===== src/hdl/wqmw_pkg.sv =====
// ----------------------------------------------------------------------------
// wqmw_pkg
// Shared sizes, codes and beat types for the wait queue with missed wakeups.
// ----------------------------------------------------------------------------
package wqmw_pkg;

  localparam int QUEUE_DEPTH = 16;
  localparam int ID_BITS     = 8;
  localparam int MISSED_BITS = 8;

  localparam int IDX_BITS = (QUEUE_DEPTH > 1) ? $clog2(QUEUE_DEPTH) : 1;
  localparam int CNT_BITS = $clog2(QUEUE_DEPTH + 1);

  localparam logic [1:0] OP_SLEEP   = 2'd0;
  localparam logic [1:0] OP_WAKE    = 2'd1;
  localparam logic [1:0] OP_TIMEOUT = 2'd2;

  localparam logic [2:0] ST_OK_ATOMIC   = 3'd0;
  localparam logic [2:0] ST_WOULD_BLOCK = 3'd1;
  localparam logic [2:0] ST_ENQUEUED    = 3'd2;
  localparam logic [2:0] ST_FULL        = 3'd3;
  localparam logic [2:0] ST_WOKEN       = 3'd4;
  localparam logic [2:0] ST_MISSED      = 3'd5;
  localparam logic [2:0] ST_REMOVED     = 3'd6;
  localparam logic [2:0] ST_NOT_FOUND   = 3'd7;

  typedef struct packed {
    logic [1:0] op;
    logic [7:0] thread_id;
    logic       has_timeout;
    logic       nonblocking;
    logic       wake_all;
  } in_beat_t;

  typedef struct packed {
    logic [2:0] status;
    logic [7:0] woken_id;
    logic       last;
  } out_beat_t;

  typedef struct packed {
    logic                we;
    logic [IDX_BITS-1:0] waddr;
    logic [ID_BITS-1:0]  wdata;
    logic [IDX_BITS-1:0] raddr;
  } mem_req_t;

  typedef struct packed {
    logic [IDX_BITS-1:0] nxt_idx;
    logic                more;
    logic                match;
  } alu_res_t;

endpackage


===== src/hdl/wqmw_store.sv =====
// ----------------------------------------------------------------------------
// wqmw_store
// Sleeper id storage: one write port, one registered read port.
// ----------------------------------------------------------------------------
module wqmw_store import wqmw_pkg::*; (
  input  logic               clk,
  input  mem_req_t           req,
  output logic [ID_BITS-1:0] rd_data
);

  logic [ID_BITS-1:0] sleeper_mem [QUEUE_DEPTH];
  logic [ID_BITS-1:0] rd_data_r;

  always_ff @(posedge clk) begin
    if (req.we) begin
      sleeper_mem[req.waddr] <= req.wdata;
    end
    rd_data_r <= sleeper_mem[req.raddr];
  end

  assign rd_data = rd_data_r;

endmodule


===== src/hdl/wqmw_alu.sv =====
// ----------------------------------------------------------------------------
// wqmw_alu
// Shared walk unit: index step, end-of-queue test and id compare.
// ----------------------------------------------------------------------------
module wqmw_alu import wqmw_pkg::*; (
  input  logic [IDX_BITS-1:0] idx,
  input  logic [CNT_BITS-1:0] count,
  input  logic [ID_BITS-1:0]  rd_data,
  input  logic [ID_BITS-1:0]  tid,
  output alu_res_t            res
);

  logic [CNT_BITS-1:0] inc;

  always_comb begin
    inc         = CNT_BITS'(idx) + CNT_BITS'(1);
    res.nxt_idx = inc[IDX_BITS-1:0];
    res.more    = (inc < count);
    res.match   = (rd_data == tid);
  end

endmodule


===== src/hdl/wqmw_ctrl.sv =====
// ----------------------------------------------------------------------------
// wqmw_ctrl
// Sequencer: dispatches one request, walks and compacts the queue, and
// holds the output register.
// ----------------------------------------------------------------------------
module wqmw_ctrl import wqmw_pkg::*; (
  input  logic               clk,
  input  logic               rst_n,
  input  logic               in_valid,
  output logic               in_stall,
  input  in_beat_t           in_data,
  output logic               out_valid,
  input  logic               out_stall,
  output out_beat_t          out_data,
  output mem_req_t           mem_req,
  input  logic [ID_BITS-1:0] rd_data
);

  localparam logic [2:0] S_IDLE = 3'd0;
  localparam logic [2:0] S_DISP = 3'd1;
  localparam logic [2:0] S_RD   = 3'd2;
  localparam logic [2:0] S_CHK  = 3'd3;
  localparam logic [2:0] S_SHRD = 3'd4;
  localparam logic [2:0] S_SHWR = 3'd5;

  logic [2:0]             state_r, state_nxt;
  in_beat_t               item_r, item_nxt;
  logic [IDX_BITS-1:0]    idx_r, idx_nxt;
  logic [CNT_BITS-1:0]    count_r, count_nxt;
  logic [MISSED_BITS-1:0] missed_r, missed_nxt;
  logic                   out_valid_r, out_valid_nxt;
  out_beat_t              out_data_r, out_data_nxt;

  logic               out_free;
  logic               emit;
  out_beat_t          res_beat;
  logic [ID_BITS-1:0] tid;
  alu_res_t           alu;

  assign tid      = ID_BITS'(item_r.thread_id);
  assign out_free = !out_valid_r || !out_stall;

  wqmw_alu u_alu (
    .idx     (idx_r),
    .count   (count_r),
    .rd_data (rd_data),
    .tid     (tid),
    .res     (alu)
  );

  always_comb begin
    state_nxt  = state_r;
    item_nxt   = item_r;
    idx_nxt    = idx_r;
    count_nxt  = count_r;
    missed_nxt = missed_r;
    emit       = 1'b0;
    res_beat   = '{status: ST_OK_ATOMIC, woken_id: 8'd0, last: 1'b1};
    mem_req.we    = 1'b0;
    mem_req.waddr = idx_r;
    mem_req.wdata = rd_data;
    mem_req.raddr = (state_r == S_SHRD) ? alu.nxt_idx : idx_r;

    case (state_r)
      S_IDLE: begin
        if (in_valid) begin
          item_nxt  = in_data;
          state_nxt = S_DISP;
        end
      end
      S_DISP: begin
        idx_nxt = '0;
        case (item_r.op)
          OP_SLEEP: begin
            if (out_free) begin
              emit      = 1'b1;
              state_nxt = S_IDLE;
              if (missed_r != '0) begin
                missed_nxt      = missed_r - MISSED_BITS'(1);
                res_beat.status = ST_OK_ATOMIC;
              end else if (item_r.nonblocking && !item_r.has_timeout) begin
                res_beat.status = ST_WOULD_BLOCK;
              end else if (count_r == CNT_BITS'(QUEUE_DEPTH)) begin
                res_beat.status = ST_FULL;
              end else begin
                mem_req.we      = 1'b1;
                mem_req.waddr   = count_r[IDX_BITS-1:0];
                mem_req.wdata   = tid;
                count_nxt       = count_r + CNT_BITS'(1);
                res_beat.status = ST_ENQUEUED;
              end
            end
          end
          OP_WAKE: begin
            if (count_r != '0) begin
              state_nxt = S_RD;
            end else if (out_free) begin
              emit            = 1'b1;
              res_beat.status = ST_MISSED;
              state_nxt       = S_IDLE;
              if (item_r.wake_all) begin
                missed_nxt = '0;
              end else if (missed_r != '1) begin
                missed_nxt = missed_r + MISSED_BITS'(1);
              end
            end
          end
          OP_TIMEOUT: begin
            if (count_r != '0) begin
              state_nxt = S_RD;
            end else if (out_free) begin
              emit            = 1'b1;
              res_beat.status = ST_NOT_FOUND;
              state_nxt       = S_IDLE;
            end
          end
          default: begin
            state_nxt = S_IDLE;
          end
        endcase
      end
      S_RD: begin
        state_nxt = S_CHK;
      end
      S_CHK: begin
        // rd_data holds the entry at idx_r
        if (item_r.op == OP_WAKE) begin
          if (out_free) begin
            emit              = 1'b1;
            res_beat.status   = ST_WOKEN;
            res_beat.woken_id = 8'(rd_data);
            if (!item_r.wake_all) begin
              state_nxt = S_SHRD;
            end else begin
              res_beat.last = !alu.more;
              if (alu.more) begin
                idx_nxt   = alu.nxt_idx;
                state_nxt = S_RD;
              end else begin
                count_nxt  = '0;
                missed_nxt = '0;
                state_nxt  = S_IDLE;
              end
            end
          end
        end else if (alu.match) begin
          if (out_free) begin
            emit              = 1'b1;
            res_beat.status   = ST_REMOVED;
            res_beat.woken_id = 8'(tid);
            state_nxt         = S_SHRD;
          end
        end else if (alu.more) begin
          idx_nxt   = alu.nxt_idx;
          state_nxt = S_RD;
        end else if (out_free) begin
          emit            = 1'b1;
          res_beat.status = ST_NOT_FOUND;
          state_nxt       = S_IDLE;
        end
      end
      S_SHRD: begin
        // close the gap at idx_r: fetch the entry behind it, or finish
        if (alu.more) begin
          state_nxt = S_SHWR;
        end else begin
          count_nxt = count_r - CNT_BITS'(1);
          state_nxt = S_IDLE;
        end
      end
      S_SHWR: begin
        mem_req.we = 1'b1;
        idx_nxt    = alu.nxt_idx;
        state_nxt  = S_SHRD;
      end
      default: begin
        state_nxt = S_IDLE;
      end
    endcase

    out_valid_nxt = out_valid_r;
    out_data_nxt  = out_data_r;
    if (emit) begin
      out_valid_nxt = 1'b1;
      out_data_nxt  = res_beat;
    end else if (!out_stall) begin
      out_valid_nxt = 1'b0;
    end
  end

  always_ff @(posedge clk) begin
    if (!rst_n) begin
      state_r     <= S_IDLE;
      count_r     <= '0;
      missed_r    <= '0;
      out_valid_r <= 1'b0;
    end else begin
      state_r     <= state_nxt;
      count_r     <= count_nxt;
      missed_r    <= missed_nxt;
      out_valid_r <= out_valid_nxt;
    end
    item_r     <= item_nxt;
    idx_r      <= idx_nxt;
    out_data_r <= out_data_nxt;
  end

  assign in_stall  = (state_r != S_IDLE);
  assign out_valid = out_valid_r;
  assign out_data  = out_data_r;

endmodule


===== src/hdl/wait_queue_with_missed_wakeups.sv =====
// ----------------------------------------------------------------------------
// wait_queue_with_missed_wakeups
// Wait queue of sleeping thread ids with a saturating missed-wakeup count.
// ----------------------------------------------------------------------------
// Requests arrive on the in_ channel (valid/stall), one beat per sleep,
// wakeup or timeout expiry. Results leave on the out_ channel, one beat per
// result, last set on the final beat of a request.
// One request is worked at a time; in_stall is high from the cycle after a
// beat is taken until its work is done. The sequencer steps through the
// sleeper store, one registered read per entry. A single wakeup takes the
// head and compacts the queue behind it; wake-all walks every sleeper; a
// timeout scans for its thread and, if found, compacts the queue behind it.
// A finished result sits in the output register; a stalled receiver holds
// the sequencer at its next result, while a request may already be taken.
// Reset (synchronous, rst_n low) empties the queue and clears the missed
// count and the output valid flag; sleeper ids need no clearing.
// ----------------------------------------------------------------------------
module wait_queue_with_missed_wakeups import wqmw_pkg::*; (
  input  logic      clk,
  input  logic      rst_n,
  input  logic      in_valid,
  output logic      in_stall,
  input  in_beat_t  in_data,
  output logic      out_valid,
  input  logic      out_stall,
  output out_beat_t out_data
);

  mem_req_t           mem_req;
  logic [ID_BITS-1:0] rd_data;

  wqmw_store u_store (
    .clk     (clk),
    .req     (mem_req),
    .rd_data (rd_data)
  );

  wqmw_ctrl u_ctrl (
    .clk       (clk),
    .rst_n     (rst_n),
    .in_valid  (in_valid),
    .in_stall  (in_stall),
    .in_data   (in_data),
    .out_valid (out_valid),
    .out_stall (out_stall),
    .out_data  (out_data),
    .mem_req   (mem_req),
    .rd_data   (rd_data)
  );

endmodule


===== config.mk =====
export PLATFORM = sky130hd
export DESIGN_NAME = wait_queue_with_missed_wakeups
export DESIGN_NICKNAME = d
export VERILOG_FILES = /design/src/hdl/wqmw_pkg.sv /design/src/hdl/wqmw_store.sv /design/src/hdl/wqmw_alu.sv /design/src/hdl/wqmw_ctrl.sv /design/src/hdl/wait_queue_with_missed_wakeups.sv
export SDC_FILE = /design/constraint.sdc
export NUM_CORES = 1
export LEC_CHECK = 0
export ABC_AREA = 1
export BUFFER_PORTS_ARGS = -buffer_cell sky130_fd_sc_hd__buf_4
export CAP_MARGIN = 20
export CELL_PAD_IN_SITES_DETAIL_PLACEMENT = 1
export CELL_PAD_IN_SITES_GLOBAL_PLACEMENT = 1
export CORE_ASPECT_RATIO = 0.75
export CORE_MARGIN = 2
export CORE_UTILIZATION = 45
export CTS_BUF_LIST = sky130_fd_sc_hd__clkbuf_4 sky130_fd_sc_hd__clkbuf_8
export DETAILED_ROUTE_END_ITERATION = 6
export GPL_ROUTABILITY_DRIVEN = 0
export HOLD_SLACK_MARGIN = 0.1
export PLACE_DENSITY = 0.79
export REMOVE_ABC_BUFFERS = 1
export SYNTH_ARGS = -nofsm -noshare
export SYNTH_HDL_FRONTEND = slang
export SYNTH_HIERARCHICAL = 1
export SYNTH_SLANG_ARGS = --single-unit

===== constraint.sdc =====
create_clock -name clk -period 2.3 [get_ports clk]
set_input_delay 0.575 -clock clk [delete_from_list [all_inputs] [get_ports clk]]
set_output_delay 0.575 -clock clk [all_outputs]
set_load 0.1 [all_outputs]

* Word level (Yosys, flattened, before mapping)
Memories as Yosys holds them, arrays and structs flattened. A register that Yosys moved wholly into a read port is not among the register bits.
Cells that the tools add are included.
** Word-level totals
- Register bits :: 46
- Memory bits (writable) :: 128
- Output and inout bits :: 14
- Logic and storage cells :: 151
- Memories :: 1
** Cells by class
- Add/sub/neg operators :: 5
- $lt $le $gt $ge :: 1
- Equal/unequal tests :: 32
- Mux-type cells :: 78
- Reduce and logical (&&, ||, !) cells :: 21
** Memories
- u_store.sleeper_mem :: words 16, bits a word 8, read ports 1, clocked after Yosys merged registers in 1, write ports 1, RTL line wqmw_store.sv:11 : logic [ID_BITS-1:0] sleeper_mem [QUEUE_DEPTH];
** Operator list (count)
- $mux 8 :: 11
- $mux 13 :: 5
- $mux 3 :: 19
- $mux 5 :: 10
- $pmux 8 s2 :: 2
- $mux 12 :: 2
- $mux 4 :: 6
- $mux 11 :: 2
- $reduce_and 11->1 :: 2
- $ne 3x2->1 const B :: 7
- $pmux 3 s6 :: 1
- $pmux 5 s3 :: 1
- $ne 2x2->1 const B :: 7
- $pmux 3 s2 :: 2
- $pmux 4 s3 :: 1
- $mux 1 :: 11
- $ne 2x1->1 const B :: 5
- $pmux 3 s3 :: 1
- $reduce_bool 3->1 :: 3
- $add 8x1->8 const B :: 1
- $eq 8x8->1 :: 1
- $ne 8x8->1 const B :: 1
- $reduce_and 4->1 :: 2
- $reduce_bool 8->1 :: 1
- 25 further kinds :: 33

* Logic depth before layout (Yosys ltp)
Gate-level depths: netlist (run 1).
- Depth in word-level cells :: 9
- Mapped depth :: 19
- Depth with buffers taken out :: 19

* Cells and area by module
Netlist (run 1), hierarchy kept.
** By module, submodules not included
- wqmw_store :: times used 1, cells each 552, area an instance 5770.5 µm², seq. area each 4003.8 µm²
- wqmw_ctrl :: times used 1, cells each 379, area an instance 2860.2 µm², seq. area each 1211.2 µm²
- wqmw_alu :: times used 1, cells each 72, area an instance 327.8 µm², seq. area each 0.0 µm²

* Worst setup path after synthesis (run 1)
Ideal clock, no wire load.
- Path type :: register to register
- Start :: reg u_ctrl.out_valid_r, in the netlist u_ctrl/out_valid
- End :: mem u_store.sleeper_mem[3][0], enable pin
- Library setup time :: 370 ps
- Arrival :: 2319 ps
- Required time :: 1930 ps
- Path slack :: -389 ps
- Cell stages (with the launch flop) :: 9
- Clock period less this slack :: 2689 ps
- Path through :: dfxtp_1 -> nand2_1 -> o21ai_0 -> nor2_2 -> nand3_2 -> nand2_1 -> o21ai_0 -> nand3_1 -> nor2_1
** RTL lines
- from (decl) :: RTL line wqmw_ctrl.sv:31 : logic out_valid_r, out_valid_nxt;
- from (signal assigned) :: RTL line wqmw_ctrl.sv:201 : out_valid_r <= out_valid_nxt;
- to (decl) :: RTL line wqmw_store.sv:11

==> metrics.md, run 1 <==
| Metric | Value |
|---|---|
| Status | complete, but fails checks |
| Failing checks | negative setup slack |
| Area Growth Syn to Fin | 27.8% |
| PwrDens | approximately 650 nW/um^2 |
| Final-report hold violation count | 0 |
| Via count | between 7000 and 8000 |
| Detail Placement HPWL | about 19000 um |
| Die ar. | 21100 sq um |
| Clock Skew | 16.5 ps |
| Overall Global Routing Usage | 0.275 |
| Synth Area in Compound Gates | 0.0418 |
| Synth top cells by count | nand2_1 (286), inv_1 (170), edfxtp_1 (157) |
| Dpl ws | -460 ps |
| Clk pin slew, worst setup/hold paths | 110 ps |
| Synth area leader | edfxtp_1 |
| # fillers | about 2200 |
| Initial core utilization | 0.461 |
| Skew-Pair Late Insertion Delay | between 400 and 500 ps |
| R2R setup slack | -400 ps |
| Syn Inst Count | ~1000 |
| Share of the synthesized area in the top cell type | 0.526 |
| Number of diodes | 0 |
| Routed WL | 31300 um |
| Cell internal pwr | ~5 mW |
| Via/cell ratio | about 5.6 |
| XOR/XNOR Fraction of Synth Area | 0.00782 |
| Reg power frac | 0.512 |
| Clock buffer depth | 2 |
| Comb pwr share | 0.206 |
| Core Util, Final | 0.589 |
| Worst setup margin | -403 ps |
| Cts bufs inserted | 17 |
| H-tree Lvls | 4 |
| Final antenna-violating net count | 0 |
| Std-Cell Core Area | ~19000 sq um |
| Sink Count | 182 |
| Final TNS setup | -28380 ps |
| Setup crit end kind | flip-flop |
| Share of post-route cells with drive strength above 1 | 0.247 |
| Hold path startpoint | in_data[7] |
| WP data arrival | about 3100 ps |
| Largest family of logic cells by synthesized area | simple AND/OR/NAND/NOR gates |
| Row count | between 40 and 50 |
| Max cap viols | 0 |
| Peak supply drop | slightly below 0.4 mV |
| Root Buffer | clkbuf_8 |
| Least-Margin Pin Slew | about 650 ps |
| Mux cell area share after synthesis | 0.00112 |
| Remaining Overflow, GRT | 0 |
| DRT Pass-1 Iters | 5 |
| Period minus WS final | 2700 ps |
| Max Freq | 0.370 GHz |
| Worst R2R Start | u_ctrl/idx_r[0]$_SDFFCE_PN0P_ |
| WS Path Type | reg -> reg |
| CTS tree | yes |
| Die height | 126 um |
| YS warnings | 6 |
| # port buffers | 30 |
| Distinct cells, synth | 43 |
| Leakage | 5.00 nW |
| Critical path launch point type | flip-flop |
| FF/Latch Area | 5220 sq um |
| Area contributors post-synth | edfxtp_1 (53%), nand2_1 (12%), nand3_1 (7.2%), inv_1 (7.1%), dfxtp_1 (5.6%) |
| Post-synth EDFFs | around 160 |
| Yosys reg bits | roughly 180 |
| Post-synthesis sequential area ratio | 0.582 |
| Number of setup violations in the final report | between 150 and 200 |
| Switching Share | 0.308 |
| Area of the multi-input gates | between 3000 and 4000 sq um |
| Max transition margin | 0.568 |
| CP Data Required Time | between 2000 and 3000 ps |
| I/O pin count | 31 |
| RSZ-0062 raised after global routing | true |
| Synth Cell Area | 8960 sq um |
| First-pass GRT wire length | between 40000 and 50000 um |
| Number of remaining DRC errors | 0 |
| Worst-path fanout max | 8 |
| Vias in the first global route | around 8000 |
| Synth Area in Adders | 0.0232 |
| Final nets | 1165 |
| Simple-gate area share of the yosys netlist | 0.246 |
| Largest net degree at the start of global routing | between 40 and 50 |
| Tcrit/Tclk final | 1.18 |
| Avg Cell Area, Syn | roughly 8.9 sq um |
| Hold Crit Class | in -> reg |
| Hold_buf cts | 0 |
| Total power | about 7.4 mW |
| WL/cell | approximately 22 um |
| DR iter-0 viols | ~860 |
| Initial antenna violation count | 0 |
| Switching pwr | around 2.3 mW |
| Cell with the most instances after synthesis | nand2_1 |
| Die width | ~170 um |
| Top FF cell, synth | edfxtp_1 |
| Ys async rst share | 0 |
| Fin. max-slew vios | 0 |
| Setup crit start | u_ctrl/idx_r[0]$_SDFFCE_PN0P_ |
| Clock power share | 0.282 |
worst max-delay path, stage by stage, from the launching register on:
cell and delay (ps):
edfxtp_1 500, ha_4 250, xor2_4 190, ha_4 240, nand2_2 80, inv_2 40
o21ai_2 130, nand2_1 80, nor2_2 120, inv_2 80, buf_6 120, nor2_4 80
nor2_1 50, nand2_1 110, nor2_4 60, nand2_4 170, buf_6 130, nand2_2 40
nand2_1 60, nor2_1 40
registers in the layout, indices dropped and copies added, names as in the netlist:
| signal | count |
|---|---|
| u_ctrl/count_r | 5 |
| u_ctrl/idx_r | 4 |
| u_ctrl/item_r | 5 |
| u_ctrl/missed_r | 8 |
| u_ctrl/out_data | 12 |
| u_ctrl/out_valid | 1 |
| u_ctrl/state_r | 3 |
| u_ctrl/tid | 8 |
| u_store/rd_data | 8 |
| u_store/sleeper_mem | 128 |
final cells by class:
type                            count  share of cell area
Clock buffer                       17              0.0204
Clock inverter                     15              0.0114
Inverter                          179              0.0598
Multi-Input combinational cell    613               0.301
Sequential cell                   182               0.456
Tap cell                          253              0.0277
Timing Repair Buffer              139               0.124
final timing paths:
check | end | depth (start not counted)
setup / recovery | u_ctrl/missed_r[6]$_SDFFE_PN0P_ | 19
hold / removal | u_ctrl/tid[4]$_DFFE_PP_ | 1
setup reg to reg | u_ctrl/missed_r[6]$_SDFFE_PN0P_ | 19
hold reg to reg | u_ctrl/missed_r[0]$_SDFFE_PN0P_ | 2
logic make-up after synthesis:
group	after synthesis
xor gates and xnor gates	8
DFF	182
muxes	1
buffers and inverters	209
and+or+nand+nor	519
adders and majority gates	16
AOI/OAI and AO/OA	68
metal layers:
layer	share of wire	vias up	global-route usage
met3	0.066	70	0.0698
met5	0	-	0.00686
li1	-	3494	-
met1	0.43	3908	0.366
met2	0.48	371	0.443
met4	0.027	0	0.0857
power groups by stage:
| stage | Clock, mW | Combinational [mW] | Sequential, mW |
|---|---|---|---|
| 3_5_place_dp | 0 | 1.18 | 3.85 |
| 6_report | 2.09 | 1.52 | 3.79 |
| 3_3_place_gp | 0 | 1.14 | 3.85 |
| 4_1_cts | 2.12 | 1.27 | 3.78 |
| 2_1_floorplan | 0 | 0.589 | 3.91 |
| 5_1_grt | 2.24 | 1.62 | 3.79 |
cells in the final DEF, fill, tap and decap left out, drive strengths merged:
| master | instances |
|---|---|
| nand2 | 288 |
| inv | 182 |
| edfxtp | 157 |
| buf | 137 |
| nand3 | 131 |
| nor2 | 87 |
| o21ai | 38 |
| dfxtp | 25 |
| clkbuf | 19 |
| a21oi | 17 |
| ha | 15 |
| o22ai | 8 |
| clkinv | 7 |
| xor2 | 6 |
| nor3 | 4 |
| clkinvlp | 4 |
| nand4 | 4 |
| o211ai | 2 |
| xnor2 | 2 |
| nor4 | 2 |
| bufinv | 1 |
| o2111ai | 1 |
| a211oi | 1 |
| nand3b | 1 |
| o21a | 1 |
| o21bai | 1 |
| or2 | 1 |
| nor3b | 1 |
| mux2i | 1 |
| fa | 1 |
stage by stage:
stage	hold slack (ps)	cells	cell area, sq um
after floorplan	466	973	8760
after global placement	521	1338	10100
after detailed placement	548	1338	10100
after CTS	255	1382	10800
after global routing	246	1398	11400
final	283	1398	11400
timing repair:
item | CTS | global route
hold endpoints to repair | 0 | 0
pin swaps | 17 | 39
buffers inserted | 11 | 14
resized for setup | 62 | 124
setup endpoints to repair | 194 | 301
cloned | 1 | 2
Power figures use the tool's default switching activity.
==> run 2, diff against run 1 <==
--- a/config.mk
+++ b/config.mk
@@ -10,7 +10,6 @@
 export CAP_MARGIN = 20
 export CELL_PAD_IN_SITES_DETAIL_PLACEMENT = 1
 export CELL_PAD_IN_SITES_GLOBAL_PLACEMENT = 1
-export CORE_ASPECT_RATIO = 0.75
 export CORE_MARGIN = 2
 export CORE_UTILIZATION = 45
 export CTS_BUF_LIST = sky130_fd_sc_hd__clkbuf_4 sky130_fd_sc_hd__clkbuf_8
==> run 2 against run 1 <==
Effect of this change:
- the flow still finishes with violations (negative setup slack)
- combinational power down 5%
- fmax down 0.44%
- critical endpoint is now u_ctrl/out_data[1]$_SDFFCE_PN0P_
- register-to-register slack about the same
- final cell count is 0.57% higher
- non-clock buffer count down 3
- critical path type unchanged
- routed wire length down 2.0%
==> metrics.md, run 2 (synthesized netlist as in run 1, its figures left out) <==
| Metric | Value |
|---|---|
| Status | complete, but fails checks (unchanged) |
| Failing checks | negative setup slack (unchanged) |
| R2R setup slack | -410 ps (was -400 ps) |
| Setup crit end kind | flip-flop (unchanged) |
| Max Freq | 0.368 GHz (was 0.370 GHz) |
| Final nets | 1161 (was 1165) |
| Period minus WS final | 2710 ps (was 2700 ps) |
| Number of diodes | 0 (unchanged) |
| Placed instance area | 10100 sq um (about the same) |
| Routed WL | 30600 um (was 31300 um) |
| Biggest register | u_store/sleeper_mem (unchanged) |
| Fin. max-slew vios | 0 (unchanged) |
| Via/cell ratio | 5.54 (was 5.61) |
| Peak supply drop | 0.397 mV (was 0.385 mV) |
| WP data arrival | 2970 ps (was 3060 ps) |
| Worst-path fanout max | 12 (was 8) |
| Dpl ws | -320 ps (was -460 ps) |
| First-pass GRT wire length | 41500 um (was 44200 um) |
| Final TNS setup | -25420 ps (was -28380 ps) |
| Skew-Pair Late Insertion Delay | 490 ps (was 470 ps) |
| Clk pin slew, worst setup/hold paths | 110 ps (about the same) |
| RSZ-0062 raised after global routing | true (unchanged) |
| Most common cell after layout, fill and taps aside | nand2_1 (unchanged) |
| Die width | 145 um (was 167 um) |
| Initial core utilization | 0.459 (was 0.461) |
| Routing usage on met3 | 0.0399 (was 0.0698) |
| Worst Hold Path Cells | 1 (unchanged) |
| R2R Path End | u_ctrl/out_data[1]$_SDFFCE_PN0P_ (was u_ctrl/missed_r[6]$_SDFFE_PN0P_) |
| Row count | 51 (was 44) |
| Std-Cell Core Area | 19500 sq um (was 19400 sq um) |
| GR Util met1 | 0.298 (was 0.366) |
| Hold path startpoint | in_data[4] (was in_data[7]) |
| Area Growth Syn to Fin | 26.2% (was 27.8%) |
| GR peak layer | met2 (unchanged) |
| Critical path launch point type | flip-flop (unchanged) |
| GR Util met2 | 0.464 (was 0.443) |
| Worst R2R Start | u_ctrl/idx_r[0]$_SDFFCE_PN0P_ (unchanged) |
| Core Util, Final | 0.579 (was 0.589) |
| Worst setup margin | -415 ps (was -403 ps) |
| Hold Crit Endpoint | u_ctrl/tid[1]$_DFFE_PP_ (was u_ctrl/tid[4]$_DFFE_PP_) |
| DRT Pass-1 Iters | 5 (unchanged) |
| Number of setup violations in the final report | 187 (was 167) |
| Share of post-route cells with drive strength above 1 | 0.233 (was 0.247) |
| H-tree Lvls | 4 (unchanged) |
| Number of remaining DRC errors | 0 (unchanged) |
| Cts bufs inserted | 17 (unchanged) |
| Max cap viols | 0 (unchanged) |
| Least-Margin Pin Slew | 478 ps (was 646 ps) |
| Most frequent cells in the layout | nand2_1 (271), inv_1 (161), edfxtp_1 (157) (was nand2_1 (266), inv_1 (160), edfxtp_1 (157)) |
| Clock Skew | 16.8 ps (was 16.5 ps) |
| Detail Placement HPWL | 17800 um (was 18500 um) |
| Clock buffer depth | 2 (unchanged) |
| DR iter-0 viols | 422 (was 857) |
| Largest net degree at the start of global routing | 49 (was 44) |
| Leakage | 4.93 nW (was 5.00 nW) |
| Die height | 145 um (was 126 um) |
| Overall Global Routing Usage | 0.255 (was 0.275) |
| # port buffers | 30 (unchanged) |
| Max transition margin | 0.678 (was 0.568) |
| Via count | 7784 (was 7843) |
| Register-to-Register Path Depth | 15 (was 19) |
| Die ar. | 21100 sq um (about the same) |
| Sink Count | 182 (unchanged) |
| WL/cell | 21.8 um (was 22.4 um) |
| Vias in the first global route | 7819 (was 7999) |
| CP Data Required Time | 2560 ps (was 2660 ps) |
| Finished Cell Area | 11300 sq um (was 11400 sq um) |
| WS Path Type | reg -> reg (unchanged) |
| Tcrit/Tclk final | 1.18 (about the same) |
| Hold Crit Class | in -> reg (unchanged) |
| Remaining Overflow, GRT | 0 (unchanged) |
| CTS tree | yes (unchanged) |
| Root Buffer | clkbuf_8 (unchanged) |
| I/O pin count | 31 (unchanged) |
| PwrDens | 660 nW/um^2 (was 647 nW/um^2) |
| Number of flip-flops in the largest register | 128 (unchanged) |
| Final-report hold violation count | 0 (unchanged) |
| Final antenna-violating net count | 0 (unchanged) |
| Initial antenna violation count | 0 (unchanged) |
| # fillers | 2217 (was 2174) |
run 2: changes by cell type in the layout (fill, tap and decap cells not counted), moves of 4 or more:
cell and delta:
nand2_2 -5, inv_8 +5, buf_8 -7, nand2_4 -4
nor2_4 -4, a21oi_2 -4, a21oi_1 +4, clkinv_8 +4
nand2_8 +4, buf_6 +7, nand2_1 +5, nor2_2 +4
run 2: metrics by stage:
stage / total power [mW] / hold WS (ps) / cells
after floorplan: 4.50 / 466 / 973
after global placement: 4.99 / 544 / 1352
after detailed placement: 5.03 / 541 / 1352
after CTS: 7.25 / 235 / 1392
after global routing: 7.71 / 228 / 1406
final: 7.46 / 256 / 1406
run 2: how the worst max path moves through the flow:
stage	start	endpoint	slack, ps	cells after the start
after floorplan	u_ctrl/state_r[2]$_SDFFE_PN0P_	u_store/rd_data[2]$_DFF_P_	-3980	9
after global placement	u_ctrl/idx_r[0]$_SDFFCE_PN0P_	u_ctrl/out_data[4]$_SDFFCE_PN0P_	-200	14
after detailed placement	u_ctrl/idx_r[0]$_SDFFCE_PN0P_	u_ctrl/out_data[4]$_SDFFCE_PN0P_	-320	14
after CTS	u_ctrl/idx_r[1]$_SDFFCE_PN0P_	u_ctrl/missed_r[1]$_SDFFE_PN0P_	-200	19
after global routing	u_ctrl/idx_r[1]$_SDFFCE_PN0P_	u_ctrl/missed_r[0]$_SDFFE_PN0P_	-530	19
final	u_ctrl/idx_r[0]$_SDFFCE_PN0P_	u_ctrl/out_data[1]$_SDFFCE_PN0P_	-410	15
run 2: per-layer routing:
metal	up-vias	wire length, um
li1	3482	-
met1	3872	11600
met2	329	16000
met3	101	1610
met4	0	1400
met5	-	0
run 2: repair_timing:
| item | CTS | global route |
|---|---|---|
| setup buffers | 8 | 15 |
| endpoints found under the setup margin | 213 | 264 |
| gates resized for setup | 70 | 92 |
| pin swaps | 18 | 26 |
| hold buffers | 0 | 0 |
run 2: report_power, final:
| part | internal, mW | leakage (nW) | total [mW] | switching, mW |
|---|---|---|---|---|
| Combinational | 0.494 | 3.10 | 1.45 | 0.952 |
| Sequential | 3.72 | 1.64 | 3.78 | 0.0627 |
| Clock | 0.836 | 0.198 | 2.23 | 1.40 |
run 2: cell type report:
class                   count  area [sq um]  area share
clock inverters            14           163      0.0144
well taps                 265           332      0.0293
inverters                 179           698      0.0618
multi-input cells         612          3340       0.295
repair buffers            136          1320       0.116
clock buffers              18           241      0.0214
flip-flops and latches    182          5220       0.461
run 2: worst max-delay path, cell delays in order (launching register included):
cell and delay (ps):
edfxtp_1 440, ha_4 180, nand2_1 80, nor2_1 230, ha_1 320, nand2_1 100
inv_1 50, o21ai_1 70, nand2_1 100, nor2_2 150, inv_2 90, o21ai_2 170
nor2_2 60, nor2_2 160, o21ai_2 120, buf_12 170
